<file path="src/rtl/core/drt_pkg.sv">
// Shared types and constants of the dispatch and retry tracker.
// Used by drt_ctrl, drt_datapath and dispatch_retry_tracker; depends on nothing.
package drt_pkg;

    localparam int PEND_DEPTH = 64;
    localparam int PEND_AW    = 6;
    localparam int PCNT_W     = 7;
    localparam int FLT_DEPTH  = 32;
    localparam int FLT_AW     = 5;
    localparam int FCNT_W     = 6;

    // Operation codes
    localparam logic [2:0] F_PUSH  = 3'd0;
    localparam logic [2:0] F_DISP  = 3'd1;
    localparam logic [2:0] F_ACK   = 3'd2;
    localparam logic [2:0] F_TMO   = 3'd3;
    localparam logic [2:0] F_RETRY = 3'd4;

    // Result status codes
    localparam logic [2:0] S_OK        = 3'd0;
    localparam logic [2:0] S_PEMPTY    = 3'd1;
    localparam logic [2:0] S_PFULL     = 3'd2;
    localparam logic [2:0] S_FFULL     = 3'd3;
    localparam logic [2:0] S_NOTFOUND  = 3'd4;
    localparam logic [2:0] S_SWEEP_END = 3'd5;

    typedef struct packed {
        logic load_in;
        logic exec;
        logic p1_start;
        logic p1_step;
        logic p2_start;
        logic p2_step;
        logic fin;
    } dp_cmd_t;

    typedef struct packed {
        logic [2:0]        func;
        logic              at_end;
        logic              emit_need;
        logic              out_free;
        logic [PCNT_W-1:0] pfill;
        logic [FCNT_W-1:0] ffill;
    } dp_stat_t;

endpackage

</file>
<file path="src/rtl/core/drt_ctrl.sv">
// Sequencer of the dispatch and retry tracker: decodes each item and steps
// the datapath through single operations or the two passes of a sweep. Uses drt_pkg.
module drt_ctrl
(
    input  logic              clk,
    input  logic              rst_n,
    input  logic              s_tvalid,
    output logic              s_tready,
    input  drt_pkg::dp_stat_t stat,
    output drt_pkg::dp_cmd_t  cmd
);

    localparam logic [2:0] ST_IDLE  = 3'd0;
    localparam logic [2:0] ST_DEC   = 3'd1;
    localparam logic [2:0] ST_EXEC  = 3'd2;
    localparam logic [2:0] ST_P1_RD = 3'd3;
    localparam logic [2:0] ST_P1_EV = 3'd4;
    localparam logic [2:0] ST_P2_RD = 3'd5;
    localparam logic [2:0] ST_P2_EV = 3'd6;
    localparam logic [2:0] ST_FIN   = 3'd7;

    logic [2:0] state_reg;
    logic [2:0] state_next;
    logic       is_sweep;

    assign is_sweep = (stat.func == drt_pkg::F_ACK) || (stat.func == drt_pkg::F_TMO)
                      || (stat.func == drt_pkg::F_RETRY);
    assign s_tready = (state_reg == ST_IDLE);

    always_comb
    begin
        state_next = state_reg;
        cmd        = '0;
        case (state_reg)
            ST_IDLE:
            begin
                if (s_tvalid)
                begin
                    cmd.load_in = 1'b1;
                    state_next  = ST_DEC;
                end
            end
            ST_DEC:
            begin
                if (is_sweep)
                begin
                    cmd.p1_start = 1'b1;
                    state_next   = ST_P1_RD;
                end
                else
                begin
                    state_next = ST_EXEC;
                end
            end
            ST_EXEC:
            begin
                if (stat.out_free)
                begin
                    cmd.exec   = 1'b1;
                    state_next = ST_IDLE;
                end
            end
            ST_P1_RD:
            begin
                if (stat.at_end)
                begin
                    cmd.p2_start = 1'b1;
                    state_next   = ST_P2_RD;
                end
                else
                begin
                    state_next = ST_P1_EV;
                end
            end
            ST_P1_EV:
            begin
                cmd.p1_step = 1'b1;
                state_next  = ST_P1_RD;
            end
            ST_P2_RD:
            begin
                state_next = stat.at_end ? ST_FIN : ST_P2_EV;
            end
            ST_P2_EV:
            begin
                // hold while a reported entry cannot reach the output register
                if (!stat.emit_need || stat.out_free)
                begin
                    cmd.p2_step = 1'b1;
                    state_next  = ST_P2_RD;
                end
            end
            ST_FIN:
            begin
                if (stat.out_free)
                begin
                    cmd.fin    = 1'b1;
                    state_next = ST_IDLE;
                end
            end
            default:
            begin
                state_next = ST_IDLE;
            end
        endcase
    end

    always_ff @(posedge clk or negedge rst_n)
    begin
        if (!rst_n)
            state_reg <= ST_IDLE;
        else
            state_reg <= state_next;
    end

endmodule

</file>
<file path="config.mk">
export PLATFORM = sky130hd
export DESIGN_NAME = drt_ctrl
export DESIGN_NICKNAME = d
export VERILOG_FILES = /design/src/rtl/core/drt_pkg.sv /design/src/rtl/core/drt_ctrl.sv
export SDC_FILE = /design/constraint.sdc
export NUM_CORES = 1
export LEC_CHECK = 0
export ABC_CLOCK_PERIOD_IN_PS = 2400
export BUFFER_PORTS_ARGS = -buffer_cell sky130_fd_sc_hd__buf_2
export CAP_MARGIN = 20
export CORE_AREA = 3 3 40 42
export CTS_CLUSTER_DIAMETER = 30
export DETAILED_ROUTE_END_ITERATION = 8
export DIE_AREA = 0 0 43 45
export PLACE_DENSITY = 0.65
export SLEW_MARGIN = 0
export SYNTH_ARGS = -nofsm -noshare
export SYNTH_HDL_FRONTEND = slang
export SYNTH_SLANG_ARGS = --single-unit
</file>
<file path="constraint.sdc">
create_clock -name clk -period 2.4 [get_ports clk]
set_input_delay 0.12 -clock clk [delete_from_list [all_inputs] [get_ports clk]]
set_output_delay 0.12 -clock clk [all_outputs]
set_load 0.005 [all_outputs]
</file>
==> impl_metrics.ini, run 1 <==
[critical_path]
cp_num_buf_inv = 1
cp_top_family = flip-flops
crit_required_ns = 2.28
reg2reg_slack_ns = 1.01
arrival_ns = 1.29
critical-path-slowest-cell = dfrtp_1
crit_type = reg -> out
max_stage_delay_ns = 0.57
timing.rr.start = state_reg[0]
rr_worst_depth = 3
worstPathCellList = and2b_1, nor2b_1, buf_2
r2r_end = state_reg[0]
end_kind = output port
cp-start-kind = register
cp_max_fo = 14

[job]
drv_cap = 0

[placement]
gp_congestion = 0.7367
hpwl_um = 556.2
io_buffer_count = 16

[yosys]
ys_warn_count = 0
synth.area.top_cells = dfrtp_1, buf_6, nor2b_1
synth_adder_area_share_pct = 0
syn-cell-area_um2 = 314.1
ys_ff_latch = 3
synthFlopType = dfrtp_1
muxShareOfSynthArea_pct = 3.187
async_reset_ff_share_pct = 100.0
ys_types = 24
syn_inst = 37
synth-simple-area-share_pct = 45.42
synth_edf_count = 0
postSynthAreaPerCell_um2 = 8.488
ys_seq_area_share_pct = 23.90
yosys.area.top_type_share_pct = 23.90
synth_top_area_cell = dfrtp_1
synth_top_family_by_area = simple AND/OR/NAND/NOR gates
synth_nets = 59
synth_compound_area_share_pct = 17.53
synth_xor_area_share_pct = 0

[run_status]
outcome = completed

[timing]
fin_worst_skew_ns = 0.0004128
setup_tns_ns = 0
finalSetupViolCount = 0
fin_crit_sh_pct = 58.96
max-slew-margin-rel_pct = 71.89
final-max-slew-violation-count = 0
fmax_mhz = 706.7
min_period_ns = 1.415
hold_viol_final = 0
rsz0062_at_grt = no
tightestPinTransition_ns = 0.4216

[final_layout]
largest_reg_flops = 3
drive_above_1_share_pct = 41.82
fillers = 150
synthToLayoutAreaGrowth_pct = 34.26
antenna_cells = 0
final_nets = 78

[clock_network]
htree_levels = 1
cts-root-buf = clkbuf_4
cts_tree = done
clk_path_buf_depth = 2
insertion_delay_ns = 0.23
cts.clk_slew.worst_paths_ns = 0.04
numCtsBuffers = 3
cts.sinks = 3

[die]
die_w_um = 43
coreArea_um2 = 1285
start_util_pct = 24.44
row_count = 13
num_io_pins = 30
fp.dieH_um = 45
dieArea_um2 = 1935

[global_route]
overflow = 0
grt_pass1_vias = 305
grt_max_degree = 15
track_usage_pct = 8.173
antenna_found_initial = 0
grt_pass1_wl_mm = 1.214

[detailed_routing]
drtIter0Drc = 6
vias = 318
wire_per_inst_um = 9.786
wl_um = 685
drc = 0
drt-pass1-iter-count = 4
postRouteAntennaNets = 0
viasPerCell = 4.543

[power_and_ir_drop]
power_mw = 0.4630
irDropWorstVdd_v = 0.0003833
power-per-cell-area_nw_per_um2 = 1098
p_leak_nw = 0.2153

[worst_hold_path]
hold_class = in -> async
-- metrics by stage --
step	hold slack [ns]	instance area (um2)	std cells	util, %	setup slack, ns
global placement	-0.08528	385.4	65	29.99	1.032
floorplan	-0.1756	314.1	37	-	1.227
global route	0.2184	421.7	70	32.81	0.8785
CTS	0.2106	421.7	70	32.81	0.9683
finish	0.2125	421.7	70	32.81	0.9851
detailed placement	-0.08302	385.4	65	29.99	1.003
-- report_power, final --
part	internal [mW]	leakage, nW	switching (mW)
combinational	0.121	0.164	0.0869
clock	0.0622	0.0150	0.0244
sequential	0.0771	0.0359	0.0911
-- worst max path at each step --
| stage | slack (ns) | cells past startpoint | to | startpoint |
|---|---|---|---|---|
| finish | 0.99 | 3 | cmd[3] | state_reg[1] |
| detailed placement | 1.00 | 3 | state_reg[0] | state_reg[0] |
| floorplan | 1.23 | 3 | state_reg[0] | state_reg[0] |
| global route | 0.88 | 3 | cmd[3] | state_reg[1] |
| CTS | 0.97 | 3 | cmd[3] | state_reg[1] |
| global placement | 1.03 | 3 | state_reg[0] | state_reg[0] |
-- cells in the final DEF (no fill, tap or decap) --
cell type / count
buf_2: 16
and2b_1: 1
o41ai_2: 1
nor4b_1: 1
o21ai_1: 1
dlygate4sd3_1: 1
and2_1: 1
nor4b_2: 1
clkbuf_4: 3
clkbuf_1: 1
nor2_1: 4
and4b_1: 1
o21ai_0: 2
nand2_1: 2
o22a_1: 1
or2_1: 1
nand4b_2: 1
nor3_1: 2
nor2b_1: 3
a21oi_1: 3
inv_1: 1
nand3_1: 1
nand3b_1: 1
nor3_2: 1
dfrtp_1: 3
mux2i_1: 1
-- cells in the mapped netlist, types with 2 or more instances --
library cell	count
nor2_1	4
a21oi_1	3
dfrtp_1	3
nor2b_1	3
buf_6	2
nand2_1	2
nor3_1	2
o21ai_0	2
-- repair_timing --
item | in CTS | in global routing
hold buffers | 1 | 0
gates resized for setup | 0 | 0
endpoints found under the hold margin | 3 | 0
setup buffers | 0 | 0
-- layout make-up --
cell class | count | area, um2 | share of cell area (%)
clock buffer | 4 | 26.28 | 6.231
inverter | 1 | 3.754 | 0.8902
multi-input combinational | 30 | 207.7 | 49.26
sequential | 3 | 75.07 | 17.80
tap | 15 | 18.77 | 4.451
timing repair buffer | 17 | 90.09 | 21.37
-- metal layers --
layer	vias up	GRT usage, %	share of wire (%)
met5	-	0	0
met4	0	1.807	0
met3	0	3.984	6.1
met2	8	12.87	48
met1	140	10.17	45
li1	170	-	-
-- cell families (layout without fill, tap and decap cells) --
family          Yosys count  after routing
compound gates            8              8
buf+inv                   4             22
flops                     3              3
mux                       1              1
simple gates             21             21
No activity file was read; power rests on OpenSTA's default activity.
==> inputs of run 2 (changes only) <==
Settings changed: ABC_CLOCK_PERIOD_IN_PS 2400 to 1200, PLACE_DENSITY 0.65 to 0.67.
Clock period 2.4 ns to 1.2 ns, I/O delays scaled along.
==> run 2 against run 1 <==
  * The flow now finishes with violations (negative setup slack)
  * Wire length increased by 41%
  * Critical endpoint is now cmd[6]
  * Combinational power rose to 5.4 times the previous value
  * Register-to-register slack worse by 1.1 ns
  * Setup slack got worse by 1.1 ns
  * Clock-buffer cell count did not move
  * Sequential power is 66% higher
  * Die area did not move
==> impl_metrics.ini, run 2 (same netlist as run 1, synthesis figures left out) <==
[run_status]
violations = negative setup slack
outcome = complete, but fails checks

[detailed_routing]
drc = 0
wl_um = 964
drt-pass1-iter-count = 2
drtIter0Drc = 1
vias = 402
viasPerCell = 4.729
wire_per_inst_um = 11.34
postRouteAntennaNets = 0

[timing]
finalSetupViolCount = 9
fin_crit_sh_pct = 108.8
rsz0062_at_grt = yes
tightestPinTransition_ns = 0.3270
final-max-slew-violation-count = 0
fmax_mhz = 765.7
worst_slack_ns = -0.1060
min_period_ns = 1.306
max-slew-margin-rel_pct = 77.96
hold_viol_final = 0
fin_worst_skew_ns = 0.002525

[clock_network]
cts.clk_slew.worst_paths_ns = 0.04
cts_tree = done
cts-root-buf = clkbuf_4
numCtsBuffers = 3
insertion_delay_ns = 0.23
htree_levels = 1
clk_path_buf_depth = 2
cts.sinks = 3

[final_layout]
largest_reg_flops = 3
antenna_cells = 0
seq_area_um2 = 78.83
synthToLayoutAreaGrowth_pct = 95.22
multiInputGateArea_um2 = 244.0
final_nets = 93
final_common_cell = buf_2
fillers = 130
final_util_pct = 47.71
fin_cells = 85
final_cell_mix = buf_2, buf_6, buf_4
drive_above_1_share_pct = 67.14

[placement]
pre_cts_slack_ns = -0.07741
io_buffer_count = 16
place_inst = 75
gp_congestion = 0.7577
hpwl_um = 643.6

[worst_hold_path]
hold_class = in -> async

[global_route]
track_usage_pct = 10.94
grt_max_degree = 8
antenna_found_initial = 0
grt_pass1_vias = 407
grt_pass1_wl_mm = 1.607
overflow = 0

[critical_path]
critical-path-slowest-cell = dfrtp_2
arrival_ns = 1.25
r2r_end = state_reg[0]
reg2reg_slack_ns = -0.07
end_kind = output port
cp-startpoint = state_reg[2]
max_stage_delay_ns = 0.45
timing.rr.start = state_reg[0]
endpoint = cmd[6]
critical_path.most_common_cell = buf_6
crit_required_ns = 1.14
crit_type = reg -> out
worstPathCellList = buf_6, nor3_4, and2_4, buf_6
rr_worst_depth = 3
cp-start-kind = register
cp_max_fo = 6

[die]
start_util_pct = 24.44
row_count = 13
dieArea_um2 = 1935
die_w_um = 43
fp.dieH_um = 45
coreArea_um2 = 1285
num_io_pins = 30

[power_and_ir_drop]
power-per-cell-area_nw_per_um2 = 2564
irDropWorstVdd_v = 0.001142
p_leak_nw = 0.3045

[job]
drv_cap = 0
run 2: routing by layer:
layer  vias to the layer above  routed length (um)  global-route usage [%]
li1                        199                   -                       -
met1                       195                 414                   11.92
met2                         8                 509                   20.06
met3                         0                  40                   3.586
met4                         0                   0                   3.614
met5                         -                   0                       0
run 2: area by class of cell:
type | instances | area share, %
Clock buffer | 4 | 4.286
Inverter | 1 | 0.6122
Multi-Input combinational cell | 30 | 39.80
Sequential cell | 3 | 12.86
Tap cell | 15 | 3.061
Timing Repair Buffer | 32 | 39.39
run 2: timing repair:
item / 4_1_cts / 5_1_grt
hold buffers: 1 / 0
pin swaps: 5 / 3
endpoints found under the setup margin: 10 / 10
resized for setup: 16 / 7
hold endpoints to repair: 3 / 0
setup buffers: 4 / 1
run 2: report_power, final:
part           internal (mW)  switching [mW]  leakage [nW]
clock network          0.124          0.0506        0.0150
registers              0.167           0.112        0.0327
logic                  0.686           0.431         0.257
total                  0.978           0.594         0.305
run 2: how the worst min path moves through the flow:
stage | slack (ns) | endpoint | startpoint
4_1_cts | 0.14 | state_reg[0] | rst_n
3_3_place_gp | -0.14 | state_reg[1] | rst_n
5_1_grt | 0.16 | state_reg[2] | rst_n
2_1_floorplan | -0.24 | state_reg[0] | rst_n
6_report | 0.15 | state_reg[0] | rst_n
3_5_place_dp | -0.14 | state_reg[0] | rst_n
run 2: critical path: cells and delay by family, from the launching register on:
kind,cells,cell delay (ns)
buffers and inverters,2,0.22
DFF,1,0.45
and+or+nand+nor,2,0.34
run 2: through the flow:
stage	power, mW	hold WS, ns	cell area, um2	setup TNS [ns]
floorplan	0.6912	-0.2356	314.1	0
detailed placement	1.006	-0.1430	460.4	-0.09225
global placement	0.9914	-0.1407	460.4	-0.07239
finish	1.572	0.1507	613.1	-0.4878
CTS	1.473	0.1427	579.3	-0.4834
global route	1.699	0.1631	613.1	-1.222
==> inputs of run 3 (changes only) <==
Settings changed: PLACE_DENSITY 0.67 to 0.65.
==> run 3 against run 2 <==
  * The flow still finishes with violations (negative setup slack)
  * Cell count is 3.5% lower
  * Clock skew is 0.0011 ns lower
  * Utilization is 3.1 points lower
  * Flip-flop and latch count stayed put
  * Critical path type unchanged
  * Critical endpoint is now cmd[3]
==> impl_metrics.ini, run 3 (same netlist as run 1, synthesis figures left out) <==
[clock_network]
cts.sinks = 3
cts.clk_slew.worst_paths_ns = 0.04
numCtsBuffers = 3
clk_path_buf_depth = 2
cts-root-buf = clkbuf_4
htree_levels = 1
insertion_delay_ns = 0.23
cts_tree = done

[power_and_ir_drop]
p_leak_nw = 0.2855
irDropWorstVdd_v = 0.001005
clkPwrFrac_pct = 12.1
p_sw_mw = 0.5655
combPwrFrac_pct = 69.7
swShare_pct = 39.46
internal_power_mw = 0.8675
power-per-cell-area_nw_per_um2 = 2501
seqPwrFrac_pct = 18.3

[die]
dieArea_um2 = 1935
fp.dieH_um = 45
die_w_um = 43
start_util_pct = 24.44
coreArea_um2 = 1285
num_io_pins = 30
row_count = 13

[critical_path]
cp-start-kind = register
crit_required_ns = 1.14
timing.rr.start = state_reg[0]
rr_worst_depth = 4
end_kind = output port
crit_type = reg -> out
cp_max_fo = 7
cp-startpoint = state_reg[1]
arrival_ns = 1.25

[run_status]
outcome = complete, but fails checks
violations = negative setup slack

[placement]
io_buffer_count = 16
gp_congestion = 0.7120
hpwl_um = 619
placed_area_um2 = 445.4

[timing]
min_period_ns = 1.306
tightestPinTransition_ns = 0.3179
hold_viol_final = 0
fin_crit_sh_pct = 108.8
fin_worst_skew_ns = 0.001384
worst_slack_ns = -0.1056
rsz0062_at_grt = yes
fmax_mhz = 765.9
max-slew-margin-rel_pct = 78.57
finalSetupViolCount = 9
final-max-slew-violation-count = 0

[detailed_routing]
drc = 0
postRouteAntennaNets = 0
wire_per_inst_um = 10.60
vias = 378
wl_um = 869
viasPerCell = 4.610
drtIter0Drc = 5
drt-pass1-iter-count = 3

[global_route]
antenna_found_initial = 0
track_usage_pct = 10.44
overflow = 0
grt_max_degree = 8
grt_pass1_vias = 373
grt_pass1_wl_mm = 1.483

[final_layout]
antenna_cells = 0
synthToLayoutAreaGrowth_pct = 82.47
largest_reg_flops = 3
final_util_pct = 44.60
drive_above_1_share_pct = 65.67
final_cell_mix = buf_2, buf_4, clkbuf_4, buf_6, dfrtp_2
final_nets = 90
final_common_cell = buf_2
final_area_um2 = 573.1

[worst_hold_path]
hold_class = in -> async

[job]
drv_cap = 0
[run 3: power groups by stage]
stage | clock (mW) | sequential [mW] | combinational (mW)
after global placement | 0 | 0.259 | 0.682
after global routing | 0.186 | 0.272 | 1.09
after CTS | 0.182 | 0.259 | 0.933
after detailed placement | 0 | 0.263 | 0.697
final | 0.173 | 0.262 | 0.998
after floorplan | 0 | 0.212 | 0.479
[run 3: critical path: stages, from the launching register on]
cell     delay, ns
dfrtp_2       0.45
buf_6         0.14
and2b_1       0.20
nor2b_4       0.12
buf_2         0.10
[run 3: cell type report]
cell class              count  area, um2
fillers                   139      711.9
multi-input cells          30      254.0
repair buffers             29      191.4
flip-flops and latches      3      78.83
clock buffers               4      26.28
well taps                  15      18.77
inverters                   1      3.754
[run 3: through the flow]
stage | setup WS [ns] | setup TNS (ns) | hold WS, ns | std cells | power, mW
3_3_place_gp | -0.05706 | -0.07765 | -0.1416 | 73 | 0.9418
4_1_cts | -0.1087 | -0.6035 | 0.1497 | 82 | 1.374
2_1_floorplan | 0.02659 | 0 | -0.2356 | 37 | 0.6912
6_report | -0.1056 | -0.5311 | 0.1562 | 82 | 1.433
5_1_grt | -0.1662 | -1.176 | 0.1730 | 82 | 1.553
3_5_place_dp | -0.1021 | -0.1532 | -0.1445 | 73 | 0.9601
[run 3: what timing repair did]
item                       in CTS  in global routing
pin swaps                       2                  0
hold endpoints to repair        3                  0
resized for setup              11                  5
setup endpoints to repair      10                 10
hold buffers                    1                  0
buffers inserted                4                  0
[run 3: metal layers]
layer / vias up / track usage (%) / share of wire, %
met4: 0 / 7.229 / 1.8
met3: 2 / 1.992 / 5.4
met2: 10 / 17.96 / 52
met5: - / 0 / 0
li1: 192 / - / -
met1: 174 / 11.68 / 41
[run 3: path summary, 6_finish.rpt]
path                       slack [ns]           end
min in group clk                 0.24  state_reg[0]
setup / recovery                -0.11        cmd[3]
setup reg to reg                -0.09  state_reg[0]
hold / removal                   0.16  state_reg[2]
hold reg to reg                  0.66  state_reg[1]
max in group asynchronous        0.93  state_reg[0]
